**src/rtl/core/pdq_pkg.sv**
```systemverilog
// Shared types, codes and defaults for the priority dispatch queue.
`default_nettype none

package pdq_pkg;

    // Default sizes
    localparam int PDQ_WAIT_DEPTH  = 16;
    localparam int PDQ_RUN_SLOTS   = 16;
    localparam int PDQ_PRIO_LEVELS = 16;

    // Fixed field widths
    localparam int TAG_W   = 8;
    localparam int PRIO_W  = 4;
    localparam int ORDER_W = 32;
    localparam int CMD_W   = 3;
    localparam int KIND_W  = 3;
    localparam int LIMIT_W = 5;

    // Command codes
    typedef enum logic [CMD_W-1:0] {
        CMD_ADD        = 3'd0,
        CMD_COMPLETE   = 3'd1,
        CMD_CANCEL_TAG = 3'd2,
        CMD_CANCEL_ALL = 3'd3,
        CMD_PAUSE      = 3'd4,
        CMD_RESUME     = 3'd5
    } cmd_t;

    // Result kinds
    typedef enum logic [KIND_W-1:0] {
        KIND_DISPATCH    = 3'd0,
        KIND_CANCEL_WAIT = 3'd1,
        KIND_CANCEL_RUN  = 3'd2,
        KIND_ACK         = 3'd3,
        KIND_REJECT      = 3'd4
    } kind_t;

    // Operations carried by a probe through the waiting chain
    typedef enum logic [1:0] {
        WOP_ADD = 2'd0,
        WOP_SEL = 2'd1,
        WOP_CLR = 2'd2,
        WOP_CAN = 2'd3
    } wait_op_t;

    // Operations carried by a probe through the active chain
    typedef enum logic [1:0] {
        ROP_COMP = 2'd0,
        ROP_INS  = 2'd1,
        ROP_CAN  = 2'd2
    } run_op_t;

    // Probe that walks the waiting chain, one cell per cycle
    typedef struct packed {
        logic                vld;
        wait_op_t            op;
        logic                hit;
        logic                all;
        logic [TAG_W-1:0]    tag;
        logic [PRIO_W-1:0]   prio;
        logic [ORDER_W-1:0]  order;
    } wprobe_t;

    // Probe that walks the active chain, one cell per cycle
    typedef struct packed {
        logic              vld;
        run_op_t           op;
        logic              hit;
        logic              all;
        logic [TAG_W-1:0]  tag;
    } rprobe_t;

    // Sequencer states
    typedef enum logic [3:0] {
        ST_IDLE,
        ST_W_ADD,
        ST_R_COMP,
        ST_DISP_CHK,
        ST_W_SEL,
        ST_W_CLR,
        ST_R_INS,
        ST_EMIT_DISP,
        ST_R_CAN,
        ST_EMIT_CRUN,
        ST_W_CAN,
        ST_EMIT_CWAIT,
        ST_FINAL
    } pdq_state_t;

endpackage

`default_nettype wire

```
**src/rtl/core/priority_dispatch_queue_top.sv**
```systemverilog
// Top level of the priority dispatch queue: sequencer plus two chains of table cells.
//
//  channel  | direction | handshake           | payload
//  ---------+-----------+---------------------+------------------------------------------
//  s_       | in        | s_valid / s_ready   | s_cmd, s_item_tag, s_priority_req
//  m_       | out       | m_valid / m_ready   | m_kind, m_out_tag, m_out_priority, m_last
//  cfg_     | in        | cfg_valid/cfg_ready | cfg_data (max_active)
//
// Each table operation is a probe that walks its chain one cell per cycle, over the
// waiting table or the active table. An add or complete command takes one pass over its
// table; each dispatch adds a select pass and a clear pass over the waiting table and an
// insert pass over the active table; each cancel transaction takes one pass over its table.
// s_ready is high only between commands.
// Synchronous reset clears all valid bits at once; there is no clearing pass.
// A low m_ready holds the result register and stalls the sequencer; probes never stall.
`default_nettype none

module priority_dispatch_queue_top #(
    parameter int WAIT_DEPTH  = pdq_pkg::PDQ_WAIT_DEPTH,
    parameter int RUN_SLOTS   = pdq_pkg::PDQ_RUN_SLOTS,
    parameter int PRIO_LEVELS = pdq_pkg::PDQ_PRIO_LEVELS
) (
    input  wire                          aclk,
    input  wire                          aresetn,
    input  wire                          s_valid,
    output logic                         s_ready,
    input  wire [pdq_pkg::CMD_W-1:0]     s_cmd,
    input  wire [pdq_pkg::TAG_W-1:0]     s_item_tag,
    input  wire [pdq_pkg::PRIO_W-1:0]    s_priority_req,
    output logic                         m_valid,
    input  wire                          m_ready,
    output logic [pdq_pkg::KIND_W-1:0]   m_kind,
    output logic [pdq_pkg::TAG_W-1:0]    m_out_tag,
    output logic [pdq_pkg::PRIO_W-1:0]   m_out_priority,
    output logic                         m_last,
    input  wire                          cfg_valid,
    output logic                         cfg_ready,
    input  wire [pdq_pkg::LIMIT_W-1:0]   cfg_data
);
    import pdq_pkg::*;

    localparam int WIdxW = $clog2(WAIT_DEPTH);
    localparam int RIdxW = (RUN_SLOTS > 1) ? $clog2(RUN_SLOTS) : 1;

    wprobe_t           wchain     [WAIT_DEPTH+1];
    logic [WIdxW-1:0]  wchain_idx [WAIT_DEPTH+1];
    rprobe_t           rchain     [RUN_SLOTS+1];
    logic [RIdxW-1:0]  rchain_idx [RUN_SLOTS+1];

    // Sequencer
    pdq_ctrl #(
        .WAIT_DEPTH  (WAIT_DEPTH),
        .RUN_SLOTS   (RUN_SLOTS),
        .PRIO_LEVELS (PRIO_LEVELS),
        .W_IDX_W     (WIdxW),
        .R_IDX_W     (RIdxW)
    ) u_ctrl (
        .aclk           (aclk),
        .aresetn        (aresetn),
        .s_valid        (s_valid),
        .s_ready        (s_ready),
        .s_cmd          (s_cmd),
        .s_item_tag     (s_item_tag),
        .s_priority_req (s_priority_req),
        .m_valid        (m_valid),
        .m_ready        (m_ready),
        .m_kind         (m_kind),
        .m_out_tag      (m_out_tag),
        .m_out_priority (m_out_priority),
        .m_last         (m_last),
        .cfg_valid      (cfg_valid),
        .cfg_ready      (cfg_ready),
        .cfg_data       (cfg_data),
        .wlaunch        (wchain[0]),
        .wlaunch_idx    (wchain_idx[0]),
        .wexit          (wchain[WAIT_DEPTH]),
        .wexit_idx      (wchain_idx[WAIT_DEPTH]),
        .rlaunch        (rchain[0]),
        .rlaunch_idx    (rchain_idx[0]),
        .rexit          (rchain[RUN_SLOTS]),
        .rexit_idx      (rchain_idx[RUN_SLOTS])
    );

    // Waiting table: one cell per slot, slot 0 first in the chain
    for (genvar gi = 0; gi < WAIT_DEPTH; gi++) begin : g_wait
        pdq_wait_cell #(
            .IDX_W (WIdxW)
        ) u_wcell (
            .aclk      (aclk),
            .aresetn   (aresetn),
            .cell_idx  (WIdxW'(gi)),
            .probe_in  (wchain[gi]),
            .idx_in    (wchain_idx[gi]),
            .probe_out (wchain[gi+1]),
            .idx_out   (wchain_idx[gi+1])
        );
    end

    // Active table: one cell per slot, slot 0 first in the chain
    for (genvar gr = 0; gr < RUN_SLOTS; gr++) begin : g_run
        pdq_run_cell #(
            .IDX_W (RIdxW)
        ) u_rcell (
            .aclk      (aclk),
            .aresetn   (aresetn),
            .cell_idx  (RIdxW'(gr)),
            .probe_in  (rchain[gr]),
            .idx_in    (rchain_idx[gr]),
            .probe_out (rchain[gr+1]),
            .idx_out   (rchain_idx[gr+1])
        );
    end

endmodule

`default_nettype wire

```
**src/rtl/core/pdq_wait_cell.sv**
```systemverilog
// One waiting-table entry with its stage of the waiting probe chain.
`default_nettype none

module pdq_wait_cell #(
    parameter int IDX_W = 4
) (
    input  wire                  aclk,
    input  wire                  aresetn,
    input  wire [IDX_W-1:0]      cell_idx,
    input  pdq_pkg::wprobe_t     probe_in,
    input  wire [IDX_W-1:0]      idx_in,
    output pdq_pkg::wprobe_t     probe_out,
    output logic [IDX_W-1:0]     idx_out
);
    import pdq_pkg::*;

    logic                valid_reg, valid_next;
    logic [TAG_W-1:0]    tag_reg, tag_next;
    logic [PRIO_W-1:0]   prio_reg, prio_next;
    logic [ORDER_W-1:0]  order_reg, order_next;
    wprobe_t             probe_reg, probe_next;
    logic [IDX_W-1:0]    idx_reg, idx_next;
    logic                better;
    logic                tag_match;

    // Rank this entry against the best seen so far: higher priority, then older
    assign better = (prio_reg > probe_in.prio) ||
                    ((prio_reg == probe_in.prio) && (order_reg < probe_in.order));
    assign tag_match = probe_in.all || (tag_reg == probe_in.tag);

    // Apply the probe's operation to this entry and pass it on
    always_comb begin
        probe_next = probe_in;
        idx_next   = idx_in;
        valid_next = valid_reg;
        tag_next   = tag_reg;
        prio_next  = prio_reg;
        order_next = order_reg;
        if (probe_in.vld) begin
            case (probe_in.op)
                WOP_ADD: begin
                    if (!probe_in.hit && !valid_reg) begin
                        valid_next     = 1'b1;
                        tag_next       = probe_in.tag;
                        prio_next      = probe_in.prio;
                        order_next     = probe_in.order;
                        probe_next.hit = 1'b1;
                    end
                end
                WOP_SEL: begin
                    if (valid_reg && (!probe_in.hit || better)) begin
                        probe_next.hit   = 1'b1;
                        probe_next.tag   = tag_reg;
                        probe_next.prio  = prio_reg;
                        probe_next.order = order_reg;
                        idx_next         = cell_idx;
                    end
                end
                WOP_CLR: begin
                    if (idx_in == cell_idx) begin
                        valid_next = 1'b0;
                    end
                end
                WOP_CAN: begin
                    if (!probe_in.hit && valid_reg && (idx_in <= cell_idx) && tag_match) begin
                        valid_next      = 1'b0;
                        probe_next.hit  = 1'b1;
                        probe_next.tag  = tag_reg;
                        probe_next.prio = prio_reg;
                        idx_next        = cell_idx;
                    end
                end
                default: begin
                end
            endcase
        end
    end

    // Hold entry valid bit and probe stage
    always_ff @(posedge aclk) begin
        if (!aresetn) begin
            valid_reg <= 1'b0;
            probe_reg <= '0;
        end else begin
            valid_reg <= valid_next;
            probe_reg <= probe_next;
        end
    end

    // Entry payload and probe index need no reset
    always_ff @(posedge aclk) begin
        tag_reg   <= tag_next;
        prio_reg  <= prio_next;
        order_reg <= order_next;
        idx_reg   <= idx_next;
    end

    assign probe_out = probe_reg;
    assign idx_out   = idx_reg;

endmodule

`default_nettype wire

```
**src/rtl/core/pdq_run_cell.sv**
```systemverilog
// One active-table entry with its stage of the active probe chain.
`default_nettype none

module pdq_run_cell #(
    parameter int IDX_W = 4
) (
    input  wire                  aclk,
    input  wire                  aresetn,
    input  wire [IDX_W-1:0]      cell_idx,
    input  pdq_pkg::rprobe_t     probe_in,
    input  wire [IDX_W-1:0]      idx_in,
    output pdq_pkg::rprobe_t     probe_out,
    output logic [IDX_W-1:0]     idx_out
);
    import pdq_pkg::*;

    logic              valid_reg, valid_next;
    logic [TAG_W-1:0]  tag_reg, tag_next;
    rprobe_t           probe_reg, probe_next;
    logic [IDX_W-1:0]  idx_reg, idx_next;
    logic              tag_match;

    assign tag_match = probe_in.all || (tag_reg == probe_in.tag);

    // Apply the probe's operation to this entry and pass it on
    always_comb begin
        probe_next = probe_in;
        idx_next   = idx_in;
        valid_next = valid_reg;
        tag_next   = tag_reg;
        if (probe_in.vld) begin
            case (probe_in.op)
                ROP_COMP: begin
                    if (!probe_in.hit && valid_reg && (tag_reg == probe_in.tag)) begin
                        valid_next     = 1'b0;
                        probe_next.hit = 1'b1;
                    end
                end
                ROP_INS: begin
                    if (!probe_in.hit && !valid_reg) begin
                        valid_next     = 1'b1;
                        tag_next       = probe_in.tag;
                        probe_next.hit = 1'b1;
                    end
                end
                ROP_CAN: begin
                    // Report only; the item stays active
                    if (!probe_in.hit && valid_reg && (idx_in <= cell_idx) && tag_match) begin
                        probe_next.hit = 1'b1;
                        probe_next.tag = tag_reg;
                        idx_next       = cell_idx;
                    end
                end
                default: begin
                end
            endcase
        end
    end

    // Hold entry valid bit and probe stage
    always_ff @(posedge aclk) begin
        if (!aresetn) begin
            valid_reg <= 1'b0;
            probe_reg <= '0;
        end else begin
            valid_reg <= valid_next;
            probe_reg <= probe_next;
        end
    end

    // Entry tag and probe index need no reset
    always_ff @(posedge aclk) begin
        tag_reg <= tag_next;
        idx_reg <= idx_next;
    end

    assign probe_out = probe_reg;
    assign idx_out   = idx_reg;

endmodule

`default_nettype wire

```
**src/rtl/core/pdq_ctrl.sv**
```systemverilog
// Command sequencer: launches probes, tracks counters, drives the result register.
`default_nettype none

module pdq_ctrl #(
    parameter int WAIT_DEPTH  = pdq_pkg::PDQ_WAIT_DEPTH,
    parameter int RUN_SLOTS   = pdq_pkg::PDQ_RUN_SLOTS,
    parameter int PRIO_LEVELS = pdq_pkg::PDQ_PRIO_LEVELS,
    parameter int W_IDX_W     = 4,
    parameter int R_IDX_W     = 4
) (
    input  wire                          aclk,
    input  wire                          aresetn,
    // Command channel
    input  wire                          s_valid,
    output logic                         s_ready,
    input  wire [pdq_pkg::CMD_W-1:0]     s_cmd,
    input  wire [pdq_pkg::TAG_W-1:0]     s_item_tag,
    input  wire [pdq_pkg::PRIO_W-1:0]    s_priority_req,
    // Result channel
    output logic                         m_valid,
    input  wire                          m_ready,
    output logic [pdq_pkg::KIND_W-1:0]   m_kind,
    output logic [pdq_pkg::TAG_W-1:0]    m_out_tag,
    output logic [pdq_pkg::PRIO_W-1:0]   m_out_priority,
    output logic                         m_last,
    // Limit register write
    input  wire                          cfg_valid,
    output logic                         cfg_ready,
    input  wire [pdq_pkg::LIMIT_W-1:0]   cfg_data,
    // Probe chains
    output pdq_pkg::wprobe_t             wlaunch,
    output logic [W_IDX_W-1:0]           wlaunch_idx,
    input  pdq_pkg::wprobe_t             wexit,
    input  wire [W_IDX_W-1:0]            wexit_idx,
    output pdq_pkg::rprobe_t             rlaunch,
    output logic [R_IDX_W-1:0]           rlaunch_idx,
    input  pdq_pkg::rprobe_t             rexit,
    input  wire [R_IDX_W-1:0]            rexit_idx
);
    import pdq_pkg::*;

    localparam int RunCntW = $clog2(RUN_SLOTS + 1);
    localparam int LimW    = (RunCntW > LIMIT_W) ? RunCntW : LIMIT_W;
    localparam int PrioMax = PRIO_LEVELS - 1;

    pdq_state_t           state_reg, state_next;
    logic [TAG_W-1:0]     tag_reg, tag_next;
    logic [PRIO_W-1:0]    prio_reg, prio_next;
    logic                 all_reg, all_next;
    logic                 paused_reg, paused_next;
    logic [RunCntW-1:0]   run_count_reg, run_count_next;
    logic [ORDER_W-1:0]   order_reg, order_next;
    logic [LIMIT_W-1:0]   max_active_reg;
    logic [TAG_W-1:0]     best_tag_reg, best_tag_next;
    logic [PRIO_W-1:0]    best_prio_reg, best_prio_next;
    logic [W_IDX_W-1:0]   widx_reg, widx_next;
    logic [R_IDX_W-1:0]   ridx_reg, ridx_next;
    kind_t                fin_kind_reg, fin_kind_next;
    logic [PRIO_W-1:0]    fin_prio_reg, fin_prio_next;

    logic                 m_valid_reg;
    kind_t                m_kind_reg;
    logic [TAG_W-1:0]     m_tag_reg;
    logic [PRIO_W-1:0]    m_prio_reg;
    logic                 m_last_reg;

    logic                 out_free;
    logic                 out_load;
    kind_t                out_kind;
    logic [TAG_W-1:0]     out_tag;
    logic [PRIO_W-1:0]    out_prio;
    logic                 out_last;
    logic [PRIO_W-1:0]    prio_sat;
    logic [LimW-1:0]      limit;
    logic                 at_limit;
    logic                 run_last;
    logic                 wait_last;

    assign s_ready   = (state_reg == ST_IDLE);
    assign cfg_ready = 1'b1;
    assign out_free  = !m_valid_reg || m_ready;
    assign run_last  = (ridx_reg == R_IDX_W'(RUN_SLOTS - 1));
    assign wait_last = (widx_reg == W_IDX_W'(WAIT_DEPTH - 1));

    // Saturate the requested priority to the supported range
    assign prio_sat = (int'(s_priority_req) > PrioMax) ? PRIO_W'(PrioMax) : s_priority_req;

    // Clamp the limit register into 1..RUN_SLOTS
    always_comb begin
        if (max_active_reg == '0) begin
            limit = LimW'(1);
        end else if (LimW'(max_active_reg) > LimW'(RUN_SLOTS)) begin
            limit = LimW'(RUN_SLOTS);
        end else begin
            limit = LimW'(max_active_reg);
        end
    end
    assign at_limit = (LimW'(run_count_reg) >= limit);

    // Next state
    always_comb begin
        state_next = state_reg;
        case (state_reg)
            ST_IDLE: begin
                if (s_valid) begin
                    case (cmd_t'(s_cmd))
                        CMD_ADD:        state_next = ST_W_ADD;
                        CMD_COMPLETE:   state_next = ST_R_COMP;
                        CMD_CANCEL_TAG: state_next = ST_R_CAN;
                        CMD_CANCEL_ALL: state_next = ST_R_CAN;
                        CMD_RESUME:     state_next = ST_DISP_CHK;
                        default:        state_next = ST_FINAL;
                    endcase
                end
            end
            ST_W_ADD: begin
                if (wexit.vld) state_next = wexit.hit ? ST_DISP_CHK : ST_FINAL;
            end
            ST_R_COMP: begin
                if (rexit.vld) state_next = rexit.hit ? ST_DISP_CHK : ST_FINAL;
            end
            ST_DISP_CHK: begin
                state_next = (paused_reg || at_limit) ? ST_FINAL : ST_W_SEL;
            end
            ST_W_SEL: begin
                if (wexit.vld) state_next = wexit.hit ? ST_W_CLR : ST_FINAL;
            end
            ST_W_CLR: begin
                if (wexit.vld) state_next = ST_R_INS;
            end
            ST_R_INS: begin
                if (rexit.vld) state_next = ST_EMIT_DISP;
            end
            ST_EMIT_DISP: begin
                if (out_free) state_next = ST_DISP_CHK;
            end
            ST_R_CAN: begin
                if (rexit.vld) state_next = rexit.hit ? ST_EMIT_CRUN : ST_W_CAN;
            end
            ST_EMIT_CRUN: begin
                if (out_free) state_next = run_last ? ST_W_CAN : ST_R_CAN;
            end
            ST_W_CAN: begin
                if (wexit.vld) state_next = wexit.hit ? ST_EMIT_CWAIT : ST_FINAL;
            end
            ST_EMIT_CWAIT: begin
                if (out_free) state_next = wait_last ? ST_FINAL : ST_W_CAN;
            end
            ST_FINAL: begin
                if (out_free) state_next = ST_IDLE;
            end
            default: state_next = ST_IDLE;
        endcase
    end

    // Probe launches, result loads and datapath updates
    always_comb begin
        wlaunch        = '0;
        wlaunch_idx    = '0;
        rlaunch        = '0;
        rlaunch_idx    = '0;
        out_load       = 1'b0;
        out_kind       = KIND_ACK;
        out_tag        = tag_reg;
        out_prio       = '0;
        out_last       = 1'b0;
        tag_next       = tag_reg;
        prio_next      = prio_reg;
        all_next       = all_reg;
        paused_next    = paused_reg;
        run_count_next = run_count_reg;
        order_next     = order_reg;
        best_tag_next  = best_tag_reg;
        best_prio_next = best_prio_reg;
        widx_next      = widx_reg;
        ridx_next      = ridx_reg;
        fin_kind_next  = fin_kind_reg;
        fin_prio_next  = fin_prio_reg;
        case (state_reg)
            ST_IDLE: begin
                if (s_valid) begin
                    tag_next      = s_item_tag;
                    prio_next     = prio_sat;
                    all_next      = (s_cmd == CMD_CANCEL_ALL);
                    fin_kind_next = KIND_ACK;
                    fin_prio_next = '0;
                    case (cmd_t'(s_cmd))
                        CMD_ADD: begin
                            wlaunch.vld   = 1'b1;
                            wlaunch.op    = WOP_ADD;
                            wlaunch.tag   = s_item_tag;
                            wlaunch.prio  = prio_sat;
                            wlaunch.order = order_reg;
                        end
                        CMD_COMPLETE: begin
                            rlaunch.vld = 1'b1;
                            rlaunch.op  = ROP_COMP;
                            rlaunch.tag = s_item_tag;
                        end
                        CMD_CANCEL_TAG, CMD_CANCEL_ALL: begin
                            rlaunch.vld = 1'b1;
                            rlaunch.op  = ROP_CAN;
                            rlaunch.tag = s_item_tag;
                            rlaunch.all = (s_cmd == CMD_CANCEL_ALL);
                        end
                        CMD_PAUSE:  paused_next = 1'b1;
                        CMD_RESUME: paused_next = 1'b0;
                        default:    fin_kind_next = KIND_REJECT;
                    endcase
                end
            end
            ST_W_ADD: begin
                if (wexit.vld) begin
                    if (wexit.hit) begin
                        order_next = order_reg + ORDER_W'(1);
                    end else begin
                        // Table full: reject and keep the priority
                        fin_kind_next = KIND_REJECT;
                        fin_prio_next = prio_reg;
                    end
                end
            end
            ST_R_COMP: begin
                if (rexit.vld) begin
                    if (rexit.hit) begin
                        if (run_count_reg != '0) run_count_next = run_count_reg - RunCntW'(1);
                    end else begin
                        fin_kind_next = KIND_REJECT;
                    end
                end
            end
            ST_DISP_CHK: begin
                if (!paused_reg && !at_limit) begin
                    wlaunch.vld = 1'b1;
                    wlaunch.op  = WOP_SEL;
                end
            end
            ST_W_SEL: begin
                // Winner known: sweep again to drop it from the waiting table
                if (wexit.vld && wexit.hit) begin
                    best_tag_next  = wexit.tag;
                    best_prio_next = wexit.prio;
                    wlaunch.vld    = 1'b1;
                    wlaunch.op     = WOP_CLR;
                    wlaunch_idx    = wexit_idx;
                end
            end
            ST_W_CLR: begin
                if (wexit.vld) begin
                    rlaunch.vld = 1'b1;
                    rlaunch.op  = ROP_INS;
                    rlaunch.tag = best_tag_reg;
                end
            end
            ST_R_INS: begin
                if (rexit.vld) run_count_next = run_count_reg + RunCntW'(1);
            end
            ST_EMIT_DISP: begin
                if (out_free) begin
                    out_load = 1'b1;
                    out_kind = KIND_DISPATCH;
                    out_tag  = best_tag_reg;
                    out_prio = best_prio_reg;
                end
            end
            ST_R_CAN: begin
                if (rexit.vld) begin
                    if (rexit.hit) begin
                        best_tag_next = rexit.tag;
                        ridx_next     = rexit_idx;
                    end else begin
                        wlaunch.vld = 1'b1;
                        wlaunch.op  = WOP_CAN;
                        wlaunch.tag = tag_reg;
                        wlaunch.all = all_reg;
                    end
                end
            end
            ST_EMIT_CRUN: begin
                if (out_free) begin
                    out_load = 1'b1;
                    out_kind = KIND_CANCEL_RUN;
                    out_tag  = best_tag_reg;
                    // Resume the active sweep past this slot, or start on waiting items
                    if (run_last) begin
                        wlaunch.vld = 1'b1;
                        wlaunch.op  = WOP_CAN;
                        wlaunch.tag = tag_reg;
                        wlaunch.all = all_reg;
                    end else begin
                        rlaunch.vld = 1'b1;
                        rlaunch.op  = ROP_CAN;
                        rlaunch.tag = tag_reg;
                        rlaunch.all = all_reg;
                        rlaunch_idx = ridx_reg + R_IDX_W'(1);
                    end
                end
            end
            ST_W_CAN: begin
                if (wexit.vld && wexit.hit) begin
                    best_tag_next  = wexit.tag;
                    best_prio_next = wexit.prio;
                    widx_next      = wexit_idx;
                end
            end
            ST_EMIT_CWAIT: begin
                if (out_free) begin
                    out_load = 1'b1;
                    out_kind = KIND_CANCEL_WAIT;
                    out_tag  = best_tag_reg;
                    out_prio = best_prio_reg;
                    if (!wait_last) begin
                        wlaunch.vld = 1'b1;
                        wlaunch.op  = WOP_CAN;
                        wlaunch.tag = tag_reg;
                        wlaunch.all = all_reg;
                        wlaunch_idx = widx_reg + W_IDX_W'(1);
                    end
                end
            end
            ST_FINAL: begin
                if (out_free) begin
                    out_load = 1'b1;
                    out_kind = fin_kind_reg;
                    out_tag  = tag_reg;
                    out_prio = fin_prio_reg;
                    out_last = 1'b1;
                end
            end
            default: begin
            end
        endcase
    end

    // Control state
    always_ff @(posedge aclk) begin
        if (!aresetn) begin
            state_reg      <= ST_IDLE;
            paused_reg     <= 1'b0;
            run_count_reg  <= '0;
            order_reg      <= '0;
            max_active_reg <= LIMIT_W'(1);
            m_valid_reg    <= 1'b0;
        end else begin
            state_reg     <= state_next;
            paused_reg    <= paused_next;
            run_count_reg <= run_count_next;
            order_reg     <= order_next;
            if (cfg_valid) max_active_reg <= cfg_data;
            if (out_load) begin
                m_valid_reg <= 1'b1;
            end else if (m_ready) begin
                m_valid_reg <= 1'b0;
            end
        end
    end

    // Command operands and held results
    always_ff @(posedge aclk) begin
        tag_reg       <= tag_next;
        prio_reg      <= prio_next;
        all_reg       <= all_next;
        best_tag_reg  <= best_tag_next;
        best_prio_reg <= best_prio_next;
        widx_reg      <= widx_next;
        ridx_reg      <= ridx_next;
        fin_kind_reg  <= fin_kind_next;
        fin_prio_reg  <= fin_prio_next;
        if (out_load) begin
            m_kind_reg <= out_kind;
            m_tag_reg  <= out_tag;
            m_prio_reg <= out_prio;
            m_last_reg <= out_last;
        end
    end

    assign m_valid        = m_valid_reg;
    assign m_kind         = m_kind_reg;
    assign m_out_tag      = m_tag_reg;
    assign m_out_priority = m_prio_reg;
    assign m_last         = m_last_reg;

`ifndef SYNTH
    // No probe may be in flight between commands
    a_idle_no_probe: assert property (@(posedge aclk) disable iff (!aresetn)
        (state_reg == ST_IDLE) |-> (!wexit.vld && !rexit.vld))
        else $error("probe left a chain while the sequencer was idle");

    // Active count never exceeds the number of slots
    a_run_bound: assert property (@(posedge aclk) disable iff (!aresetn)
        (int'(run_count_reg) <= RUN_SLOTS))
        else $error("active count above slot count");

    // A dispatch transaction is never presented while paused
    a_disp_unpaused: assert property (@(posedge aclk) disable iff (!aresetn)
        (m_valid_reg && (m_kind_reg == KIND_DISPATCH)) |-> !paused_reg)
        else $error("dispatch presented while paused");

    // One command at a time: accept drops ready on the next cycle
    a_one_cmd: assert property (@(posedge aclk) disable iff (!aresetn)
        (s_valid && s_ready) |=> !s_ready)
        else $error("second command accepted back to back");
`endif

endmodule

`default_nettype wire

```
**config.mk**
```make
export PLATFORM = sky130hd
export DESIGN_NAME = priority_dispatch_queue_top
export DESIGN_NICKNAME = d
export VERILOG_FILES = /design/src/rtl/core/pdq_pkg.sv /design/src/rtl/core/priority_dispatch_queue_top.sv /design/src/rtl/core/pdq_wait_cell.sv /design/src/rtl/core/pdq_run_cell.sv /design/src/rtl/core/pdq_ctrl.sv
export SDC_FILE = /design/constraint.sdc
export NUM_CORES = 2
export LEC_CHECK = 0
export BUFFER_PORTS_ARGS = -buffer_cell sky130_fd_sc_hd__buf_2
export CORE_MARGIN = 5
export CORE_UTILIZATION = 43
export DETAILED_ROUTE_END_ITERATION = 16
export MAX_ROUTING_LAYER = met4
export PLACE_DENSITY = 0.62
export SYNTH_ARGS = -nofsm -noshare
export SYNTH_HDL_FRONTEND = slang
export SYNTH_SLANG_ARGS = --single-unit
```
**constraint.sdc**
```tcl
create_clock -name aclk -period 16.9 [get_ports aclk]
set_input_delay 1.69 -clock aclk [delete_from_list [all_inputs] [get_ports aclk]]
set_output_delay 1.69 -clock aclk [all_outputs]
set_load 0.005 [all_outputs]
```
Word-level counts from Yosys, hierarchy flattened
Cells that the tools add are included.
{"block": "op_classes", "add_sub_neg": 5, "order_cmp": 64, "n_eq_ne": 257, "n_mux": 610, "n_bitwise": 2, "n_reduce_logical": 458}
{"operator": "$mux 44", "count": 34}
{"operator": "$mux 32", "count": 16}
{"operator": "$mux 4", "count": 123}
{"operator": "$lt 32x32->1", "count": 15}
{"operator": "$mux 8", "count": 55}
{"operator": "$pmux 12 s2", "count": 16}
{"operator": "$eq 8x8->1", "count": 32}
{"operator": "$mux 1", "count": 210}
{"operator": "$mux 12", "count": 16}
{"operator": "$ne 2x1->1 const B", "count": 93}
{"operator": "$logic_and 1x1->1", "count": 172}
{"operator": "$pmux 4 s2", "count": 19}
{"operator": "$pmux 1 s3", "count": 49}
{"operator": "$reduce_and 3->1", "count": 36}
{"operator": "$eq 2x2->1 const B", "count": 48}
{"operator": "$mux 9", "count": 9}
{"operator": "$reduce_and 5->1", "count": 16}
{"operator": "$reduce_and 4->1", "count": 18}
{"operator": "$mux 3", "count": 23}
{"operator": "$eq 2x1->1 const B", "count": 32}
{"operator": "$le 4x4->1 const B", "count": 16}
{"operator": "$logic_not 2->1", "count": 32}
{"operator": "$logic_or 1x1->1", "count": 64}
{"operator": "$logic_not 1->1", "count": 63}
{"operator": "other kinds (47)", "count": 189}
{"block": "word_totals", "regBits": 2050, "wordCells": 1730}

Logic depth before layout (Yosys ltp)
{"block": "depth", "ltp_word": 11, "ltp_mapped": 14, "depth_no_buf": 12}

Cells and area by module
Synthesis repeated with hierarchy kept, for this count alone.
{"block": "unflattened", "hier_cells": 9640, "area_unflattened_um2": 101497.3}
{"mod": "pdq_wait_cell (g_wait[0].u_wcell ...)", "n_inst": 11, "cells_per_inst": 470, "area_per_inst_um2": 4838.4}
{"mod": "pdq_run_cell", "n_inst": 16, "cells_per_inst": 109, "area_per_inst_um2": 1209.9}
{"mod": "pdq_wait_cell (g_wait[6].u_wcell ...)", "n_inst": 3, "cells_per_inst": 439, "area_per_inst_um2": 4718.3}
{"mod": "pdq_wait_cell (g_wait[5].u_wcell ...)", "n_inst": 2, "cells_per_inst": 424, "area_per_inst_um2": 4601.9}
{"mod": "pdq_ctrl", "n_inst": 1, "cells_per_inst": 559, "area_per_inst_um2": 5550.3}
{"mod": "priority_dispatch_queue_top", "n_inst": 1, "cells_per_inst": 2, "area_per_inst_um2": 7.5}

Worst setup path before layout
OpenSTA, ideal clock, no wires.
{"block": "synth_path", "path_type": "in2reg", "startpoint": "input port s_valid", "endpoint": "register g_wait[0].u_wcell.order_reg[0], enable pin", "setup_ns": 0.509, "arrival_ns": 5.978, "t_required_ns": 16.391, "path_slack_ns": 10.413, "path_stages": 6, "n_path_buf": 3, "path_cell_list": "and2_1 -> buf_4 -> nor4b_2 -> clkbuf_1 -> clkbuf_1 -> nor3b_1"}
{"block": "synth_via", "elab_chain_cells": 4}
{"element": "start: declaration", "line_no": "priority_dispatch_queue_top.sv:25", "source": "input wire s_valid,"}
{"element": "$mux 3 *", "line_no": "pdq_ctrl.sv:181", "source": "if (s_valid) begin"}
{"element": "$pmux 3 s6 *", "line_no": "pdq_ctrl.sv:179", "source": "case (state_reg)"}
{"element": "$logic_not 2->1", "line_no": "pdq_wait_cell.sv:40", "source": "case (probe_in.op)"}
{"element": "$reduce_and 3->1 (no line) *"}
{"element": "end signal: assignment", "line_no": "pdq_wait_cell.sv:94", "source": "order_reg <= order_next;"}
{"element": "end: declaration", "line_no": "pdq_wait_cell.sv:20", "source": "logic [ORDER_W-1:0] order_reg, order_next;"}
Mark *: on every way between the ends. The rest lies on a longest branch, timed or not.
A chain may end at the register's enable or synchronous reset.

==> impl_metrics.py <==
metrics = {
    "synthesis": {
        "netlist_area_um2": 87000,
        "yosys.area.top_type": "edfxtp_1",
        "synthDominantCellAreaShare_pct": 30.6,
        "avgSynthCellArea_um2": 11.1,
        "ys_warn_count": 0,
        "syn-num-nets": 8468,
        "synth.most_common_cell": "dfxtp_1",
        "syn_inst": 7846,
        "ys.flop_type": "dfxtp_1",
        "synthArstFlopShare_pct": 0,
        "synth-edff-count": 887,
        "ys_seq_elements": 2049,
        "netlist_top_cells_count": "dfxtp_1, edfxtp_1, nand2_1, nor2_1, inv_1",
        "synthTopCellsByArea": "edfxtp_1, dfxtp_1, ha_1, mux2i_1, nand2_1",
        "ys_seq_area_share_pct": 57.4,
        "synth.distinct_cells": 102,
    },
    "floorplan": {
        "die_height_um": 460,
        "ios": 44,
        "fp.dieW_um": 460,
        "core-area_um2": 202000,
        "dieArea_um2": 211000,
        "row_count": 165,
        "initial_core_util_pct": 43.1,
    },
    "worst_setup_path": {
        "path_max_fanout": 110,
        "cp.arrival_ns": 6.08,
        "crit_top_cell": "buf_4",
        "rr_startpoint": "u_ctrl.state_reg[3]",
        "required_ns": 17.58,
        "critical_path.top_delay_family": "buffers and inverters",
        "cp_slowest_cell": "buf_4",
        "crit_buf_inv": 5,
        "critical_path.cell_chain": "buf_8 -> buf_4 -> buf_4 -> buf_4 -> buf_4 -> nand2_1 -> o21ai_0",
        "cp-start-kind": "input port",
        "cp_slowest_stage_delay_ns": 0.91,
        "path_class": "in -> reg",
        "end_kind": "flop",
        "critPathLaunch": "aresetn",
    },
    "layout": {
        "fin_util_pct": 48.0,
        "fin_nets": 8488,
        "instances_no_fill": 10721,
        "drive_gt1_share_pct": 7.02,
        "largest_register_ffs": 749,
        "syn2layout_area_growth_pct": 11.4,
    },
    "placed_design": {
        "pre_cts_ws_ns": 10.74,
        "gp_congestion": 0.861,
        "portBuffers": 42,
        "dpl.hpwl_um": 123000,
        "dpl.cell_count": 10331,
    },
    "clock_network": {
        "clkTransAtPathRegs_ns": 0.06,
        "insertion_delay_ns": 0.83,
        "cts_resized": 0,
        "cts_sinks": 2049,
        "tritoncts": "done",
        "cts_buffers": 205,
        "holdBufCountCts": 0,
        "postCtsSetupRepairBufs": 0,
        "htree_num_levels": 4,
        "ctsLongestPathBuffers": 3,
        "cts-root-buf": "clkbuf_16",
    },
    "sta": {
        "finalCritPeriodShare_pct": 32.0,
        "tightestPinTransition_ns": 1.41,
        "finalHoldViolations": 0,
        "setup_slack_ns": 11.50,
        "drv_slew": 0,
        "min_period_ns": 5.40,
        "tns_ns": 0,
        "hold_slack_ns": 0.349,
        "fin_worst_skew_ns": 0.0370,
        "fmax_ghz": 0.185,
        "max_slew_margin_pct": 6.22,
        "setup_viol": 0,
        "rsz0062_at_grt": "no",
    },
    "global_routing": {
        "grt_max_degree": 111,
        "grt_first_pass_wirelength_um": 284000,
        "grt_pass1_vias": 54278,
        "globalRoute.totalOverflow": 0,
        "grt_antenna_before_repair": 3,
        "grt_use_total_pct": 16.7,
    },
    "drt": {
        "ant_nets": 0,
        "routedWlPerCell_um": 16.2,
        "first_pass_iters": 5,
        "wirelength_um": 174000,
        "drcViolationCount": 0,
        "vias": 54829,
        "first_iter_violations": 3743,
        "avgViaCountPerCell": 5.11,
    },
    "run": {
        "maxCapViolations": 0,
    },
    "power_and_ir_drop": {
        "peakVddDrop_mv": 0.111,
        "power_density_nw_per_um2": 103,
        "power_leakage_nw": 35.6,
    },
    "worst_hold_path": {
        "min-delay-start": "g_run[1].u_rcell.idx_out[3]",
        "hold_path_class": "reg -> reg",
    },
    "run_status": {
        "status": "completed",
    },
}
-- layout make-up --
class | count | area [um2]
tap | 2672 | 3340
clock buffer | 300 | 5940
multi-input combinational | 4839 | 33600
inverter | 652 | 2460
sequential | 2049 | 49900
antenna | 2 | 5.00
timing repair buffer | 119 | 798
fill | 17986 | 105000
clock inverter | 88 | 833
-- cells by family (layout without fill, tap and decap cells) --
logic type	Yosys count	count (layout)	share of synthesized area (%)
compound gates	1094	1094	7.94
xor+xnor	291	291	2.93
fa+ha+maj	597	597	8.59
buf+inv	958	1159	4.24
flops	2049	2049	57.4
mux	523	523	6.04
other cells	1	3	0.00431
simple gates	2333	2333	12.9
-- cell usage in the layout, fill, tap and decap left out, drive strengths merged, types with 64 or more instances in the layout --
cell and instances:
dfxtp 1162, a21o 107, a21oi 289, clkinv 64
nand3 280, nand2 673, and2 138, nor4 73
clkbuf 300, nor2 656, nand4 114, edfxtp 887
inv 661, o21ai 340, nor2b 67, xor2 161
mux2i 506, xnor2 130, ha 596, buf 119
-- where the power goes --
| part | leakage [nW] | switching, W | total, W | internal, W |
|---|---|---|---|---|
| sequential | 17.4 | 0.0000529 | 0.00523 | 0.00518 |
| clock | 3.33 | 0.00189 | 0.00450 | 0.00261 |
| combinational | 14.9 | 0.000183 | 0.000263 | 0.0000804 |
-- metal layers --
| layer | vias up | global-route usage (%) | share of wire (%) |
|---|---|---|---|
| li1 | 27437 | - | - |
| met1 | 26229 | 22.3 | 47 |
| met2 | 893 | 26.7 | 47 |
| met3 | 270 | 2.66 | 4.4 |
| met4 | 0 | 4.17 | 2.1 |
| met5 | - | - | 0 |
-- through the flow --
step | instance area, um2 | power (W)
2_1_floorplan | 87000 | 0.00551
3_3_place_gp | 90100 | 0.00559
3_5_place_dp | 90100 | 0.00560
4_1_cts | 96900 | 0.0101
5_1_grt | 96900 | 0.0104
6_report | 96900 | 0.00999
-- worst paths after layout --
kind / end / slack, ns / cells past startpoint
worst max-delay path: g_wait[10].u_wcell.probe_out[19] / 11.50 / 7
worst min-delay path: g_run[2].u_rcell.idx_out[3] / 0.35 / 0
worst max register to register: g_run[0].u_rcell.probe_out[1] / 12.58 / 8
worst min register to register: g_run[2].u_rcell.idx_out[3] / 0.35 / 0
No activity file was read; power rests on OpenSTA's default activity.
